$ cat src/rtl/core/kdrs_isqrt.sv
// Pipelined integer square root, one root bit resolved per register stage.
`default_nettype none
module kdrs_isqrt #(
  parameter int RADIC_W = 72,
  parameter int ROOT_W  = 36,
  parameter int SB_W    = 8
) (
  input  wire logic               clk,
  input  wire logic               rst,
  input  wire logic               in_valid,
  input  wire logic [RADIC_W-1:0] in_radicand,
  input  wire logic [SB_W-1:0]    in_sb,
  output logic                    out_valid,
  output logic [ROOT_W-1:0]       out_root,
  output logic [SB_W-1:0]         out_sb
);

  logic               valid [ROOT_W+1];
  logic [RADIC_W-1:0] rem   [ROOT_W+1];
  logic [ROOT_W-1:0]  root  [ROOT_W+1];
  logic [SB_W-1:0]    sb    [ROOT_W+1];

  // Stage zero is the incoming word.
  assign valid[0] = in_valid;
  assign rem[0]   = in_radicand;
  assign root[0]  = '0;
  assign sb[0]    = in_sb;

  // Each stage tries the next lower root bit against the running remainder.
  for (genvar i = 0; i < ROOT_W; i++) begin : g_stage
    localparam int B = ROOT_W - 1 - i;
    logic [RADIC_W-1:0] trial;
    logic               fits;

    always_comb begin
      trial = ({{(RADIC_W-ROOT_W){1'b0}}, root[i]} << (B + 1))
              | (RADIC_W'(1) << (2 * B));
      fits  = (rem[i] >= trial);
    end

    always_ff @(posedge clk) begin
      if (rst) begin
        valid[i+1] <= 1'b0;
      end else begin
        valid[i+1] <= valid[i];
      end
      rem[i+1]  <= fits ? (rem[i] - trial) : rem[i];
      root[i+1] <= fits ? (root[i] | (ROOT_W'(1) << B)) : root[i];
      sb[i+1]   <= sb[i];
    end
  end

  assign out_valid = valid[ROOT_W];
  assign out_root  = root[ROOT_W];
  assign out_sb    = sb[ROOT_W];

endmodule
`default_nettype wire

$ cat config.mk
export PLATFORM = sky130hd
export DESIGN_NAME = kdrs_isqrt
export DESIGN_NICKNAME = d
export VERILOG_FILES = /design/src/rtl/core/kdrs_isqrt.sv
export SDC_FILE = /design/constraint.sdc
export NUM_CORES = 2
export LEC_CHECK = 0
export BUFFER_PORTS_ARGS = -buffer_cell sky130_fd_sc_hd__buf_2
export CORE_MARGIN = 2
export CORE_UTILIZATION = 35
export DETAILED_ROUTE_END_ITERATION = 8
export GPL_ROUTABILITY_DRIVEN = 0
export PLACE_DENSITY = 0.6
export SLEW_MARGIN = 0
export SYNTH_ARGS = -nofsm -noshare
export SYNTH_HDL_FRONTEND = slang
export SYNTH_SLANG_ARGS = --single-unit
$ cat constraint.sdc
create_clock -name clk -period 5.4 [get_ports clk]
set_clock_uncertainty 0.05 [all_clocks]
set_input_delay 0 -clock clk [delete_from_list [all_inputs] [get_ports clk]]
set_output_delay 0 -clock clk [all_outputs]
set_load 0.02 [all_outputs]
==> summary by stage <==
Clocking
The longest clock path from root to sink contains 4 buffers. The total number of H-tree levels is 5. The post-cts repair resize count is 0.

The number of setup buffers added after CTS is 0. Clock tree synthesis inserted a total of ~360 buffers. After clock tree synthesis, the clock-pin slew on the worst setup and hold paths is around 0.060 ns. The cell sitting at the root of the clock tree is a sky130_fd_sc_hd__clkbuf_16.

TritonCTS built the clock tree. The post-cts hold buffer count is 165. For this design, the sink count on the clock tree is between 3000 and 4000. The insertion delay of the later-clocked pin in the worst-skew pair is slightly below 1 ns.

Cells and area
The total of fill cells in the finished design is 34867. The proportion of layout cells with a drive suffix above 1 is 0.0753. The area growth from synthesis to layout is 16.1%. For this run, the share of the core covered by cells in the final layout is 0.407. The final instance area is 147000 um^2.

At the end of the flow, the number of nets in the layout was 13685.

Synthesis
By area the synthesized netlist is led by sky130_fd_sc_hd__dfxtp_1 55%, sky130_fd_sc_hd__ha_1 6.9%, sky130_fd_sc_hd__xnor2_1 4.0%. The top flip-flop cell by instance count after synthesis is sky130_fd_sc_hd__dfxtp_1. The average cell area after synthesis is 10.2 um^2. After synthesis the netlist holds a flip-flop and latch count of 3510. For this run, the number of Yosys warnings is 0. Counting flops with a built-in enable in the synthesized netlist gives 0.

The post-synthesis async set-or-reset flop share is 0. For this run, the register share of the synthesized area comes to 0.554. The number of different library cells in the post-synthesis netlist is 96. The cell taking the most area after synthesis is sky130_fd_sc_hd__dfxtp_1.

The gate count after technology mapping is 12455. The cell area after technology mapping is about 130000 um^2. Of the post-synthesis cell area, the dominant cell type holds 0.554. When the netlist entered floorplanning its net count stood at 13236.

Worst setup path
At the worst endpoint, the required time is 6.17 ns. Across all register-to-register paths, the minimum setup slack is 0.78 ns. The launch instance of the worst register-to-register path is rem[556].

The critical path class is reg2reg. The capturing point of the worst reg2reg path is rem[486]. The startpoint type of the worst setup path is a flip-flop. STA classifies the critical path endpoint as a flip-flop. The arrival time reported for the critical path endpoint is 5.39 ns.

The cell depth of the worst flop-to-flop path is 13. The largest fanout of any net on the critical path is 54.

Place
The worst slack after detailed placement is about 0.8 ns. After detailed placement, the total cell area comes to approximately 130000 um^2. The number of input and output port buffers inserted is 127. The detailed placement HPWL is 249000 um.

Timing
Setup violations remaining at the end of the flow were counted as 0. The final worst slack is 0.782 ns. Of the available clock period, the critical path in the final layout requires 0.855. The count of final max-slew check failures came to 0. Setup total negative slack on the finished layout was measured at 0 ns. The final-report hold violation count came to 0. The timing-limited maximum frequency is between 200 and 250 MHz. At the pin with the least slew margin, the transition time is 1.31 ns.

The final period demand of the worst path is 4.62 ns. The worst relative slew slack is 0.118. Setup repair after global routing left no endpoint under its margin.

Floorplanning
For this configuration, the core starts out at a cell density of 0.351. The die span in y is 606 um. In this run the count of I/O pins placed on the die edge is 128.

The die width is 606 um. In this run the standard cell core region covers approximately 360000 um^2. The floorplan step defined a die boundary enclosing 367000 um^2.

The initialized floorplan defines about 220 standard-cell rows.

Detailed routing
The via count of the routed design is 87364. In the routed design, unresolved DRC markers number 0. The first detailed-routing pass took 5 iterations. In the final routed layout, each cell accounts on average for between 15 and 20 um. The number of DRC markers in iteration 0 is 5623. The mean number of vias per cell is 4.85. In this run the remaining antenna-violating nets after routing total 0. The routed design has 322000 um of wire.

Status
The run finished with clean final reports.

Pwr
Dividing total power by cell area gives a power density of approximately 530 nW/um^2. The analysis attributes to cell leakage a power of 66.5 nW. The post-layout total power is 0.0787 W. The worst-case IR drop observed on VDD is 0.327 mV.

GRT
The leftover overflow at the end of global routing is 0. For this run, the total global-route usage over all layers was measured as 0.170. The initial antenna violation count came to 16. The first global-routing pass estimated 495000 um of wire. The number of global-route vias before repair is 86089. The maximum number of pins on one net before global-route repair is 67.

Min path
The tightest min-delay check is of the in2reg type. The worst hold path terminates at valid[8]. The number of stages on the worst hold path is 3. The worst min-delay path startpoint is rst.

Job
The max capacitance violation total is 0.
==> cell families (layout without fill, tap and decap cells) <==
group,after synthesis,count (layout),synth area share
and+or+nand+nor,3618,3618,0.146
DFF,3510,3510,0.554
AOI/OAI and AO/OA,2247,2247,0.109
xor gates and xnor gates,1131,1131,0.0781
buffers and inverters,1121,1868,0.0335
adders and majority gates,698,698,0.0688
muxes,130,130,0.0114
other,0,31,0
==> worst max-delay path, cell delays in order, from the launching register on <==
cell and delay, ns:
sky130_fd_sc_hd__dfxtp_1 0.33, sky130_fd_sc_hd__or4_1 0.56, sky130_fd_sc_hd__or4_1 0.49, sky130_fd_sc_hd__nor4_1 0.85, sky130_fd_sc_hd__o41ai_1 0.27, sky130_fd_sc_hd__nor3_1 0.23, sky130_fd_sc_hd__and2_1 0.15, sky130_fd_sc_hd__nor2b_1 0.12
sky130_fd_sc_hd__buf_4 0.21, sky130_fd_sc_hd__inv_2 0.39, sky130_fd_sc_hd__and3_1 0.42, sky130_fd_sc_hd__o311a_1 0.18, sky130_fd_sc_hd__nand3_1 0.13, sky130_fd_sc_hd__xnor2_1 0.13
==> cell usage after synthesis (all sizes together) (121+ instances only) <==
| cell | count |
|---|---|
| a21o | 315 |
| a21oi | 876 |
| clkbuf | 228 |
| dfxtp | 3510 |
| ha | 698 |
| inv | 860 |
| mux2 | 121 |
| nand2 | 706 |
| nand2b | 153 |
| nand3 | 185 |
| nand4 | 209 |
| nor2 | 938 |
| nor2b | 139 |
| nor3 | 337 |
| nor4 | 405 |
| o21a | 123 |
| o21ai | 455 |
| or3 | 128 |
| xnor2 | 581 |
| xor2 | 550 |
==> where the power goes <==
part	internal (W)	switching, W
logic	0.00744	0.00936
clock network	0.0153	0.0106
registers	0.0312	0.00487
total	0.0539	0.0248
==> cell usage in the layout, fill, tap and decap left out, types with 334 or more instances in the layout <==
cell and instances:
sky130_fd_sc_hd__a21oi_1 875, sky130_fd_sc_hd__clkbuf_16 360, sky130_fd_sc_hd__dfxtp_1 3510, sky130_fd_sc_hd__ha_1 698, sky130_fd_sc_hd__inv_1 857, sky130_fd_sc_hd__nand2_1 706
sky130_fd_sc_hd__nor2_1 938, sky130_fd_sc_hd__nor3_1 334, sky130_fd_sc_hd__nor4_1 399, sky130_fd_sc_hd__o21ai_0 454, sky130_fd_sc_hd__xnor2_1 581, sky130_fd_sc_hd__xor2_1 550
==> worst max path at each step <==
stage	startpoint	endpoint	slack, ns	cells after the start
after floorplan	g_stage[27].trial[41]	rem[644]	1.95	16
after global placement	rem[626]	rem[566]	0.80	11
after detailed placement	rem[626]	rem[566]	0.82	11
after CTS	rem[627]	rem[566]	0.80	11
after global routing	g_stage[29].trial[14]	rem[502]	0.59	15
final	rem[556]	rem[486]	0.78	13
==> sequential cells by signal, indices dropped and copies added (netlist names) <==
signal	cells
rem	2520
out_valid	1
sb	280
g_stage.trial	630
out_sb	8
valid	35
out_root	36
==> layer usage <==
layer | share of wire | global-route usage | wire length (um) | vias up
met5 | 0 | 0 | 0 | -
met4 | 0.044 | 0.0732 | 14200 | 0
met3 | 0.041 | 0.0229 | 13300 | 635
met2 | 0.49 | 0.306 | 159000 | 1888
met1 | 0.42 | 0.202 | 136000 | 40849
li1 | - | - | - | 43992
==> final cells by class <==
cell class / instances / area [um^2] / share of cell area
clock inverters: 161 / 2350 / 0.0160
multi-input cells: 7824 / 52500 / 0.356
inverters: 861 / 3230 / 0.0219
diodes: 31 / 77.6 / 0.000526
clock buffers: 495 / 10200 / 0.0692
repair buffers: 351 / 2730 / 0.0185
well taps: 4794 / 6000 / 0.0407
flip-flops and latches: 3510 / 70300 / 0.477
==> stage by stage <==
| stage | hold slack (ns) | std cells |
|---|---|---|
| floorplan | -0.0223 | 12455 |
| global placement | 0.0522 | 17175 |
| detailed placement | 0.0536 | 17175 |
| CTS | 0.0272 | 17996 |
| global route | 0.112 | 18022 |
| finish | 0.105 | 18027 |
(Power assumes the default switching activity.)
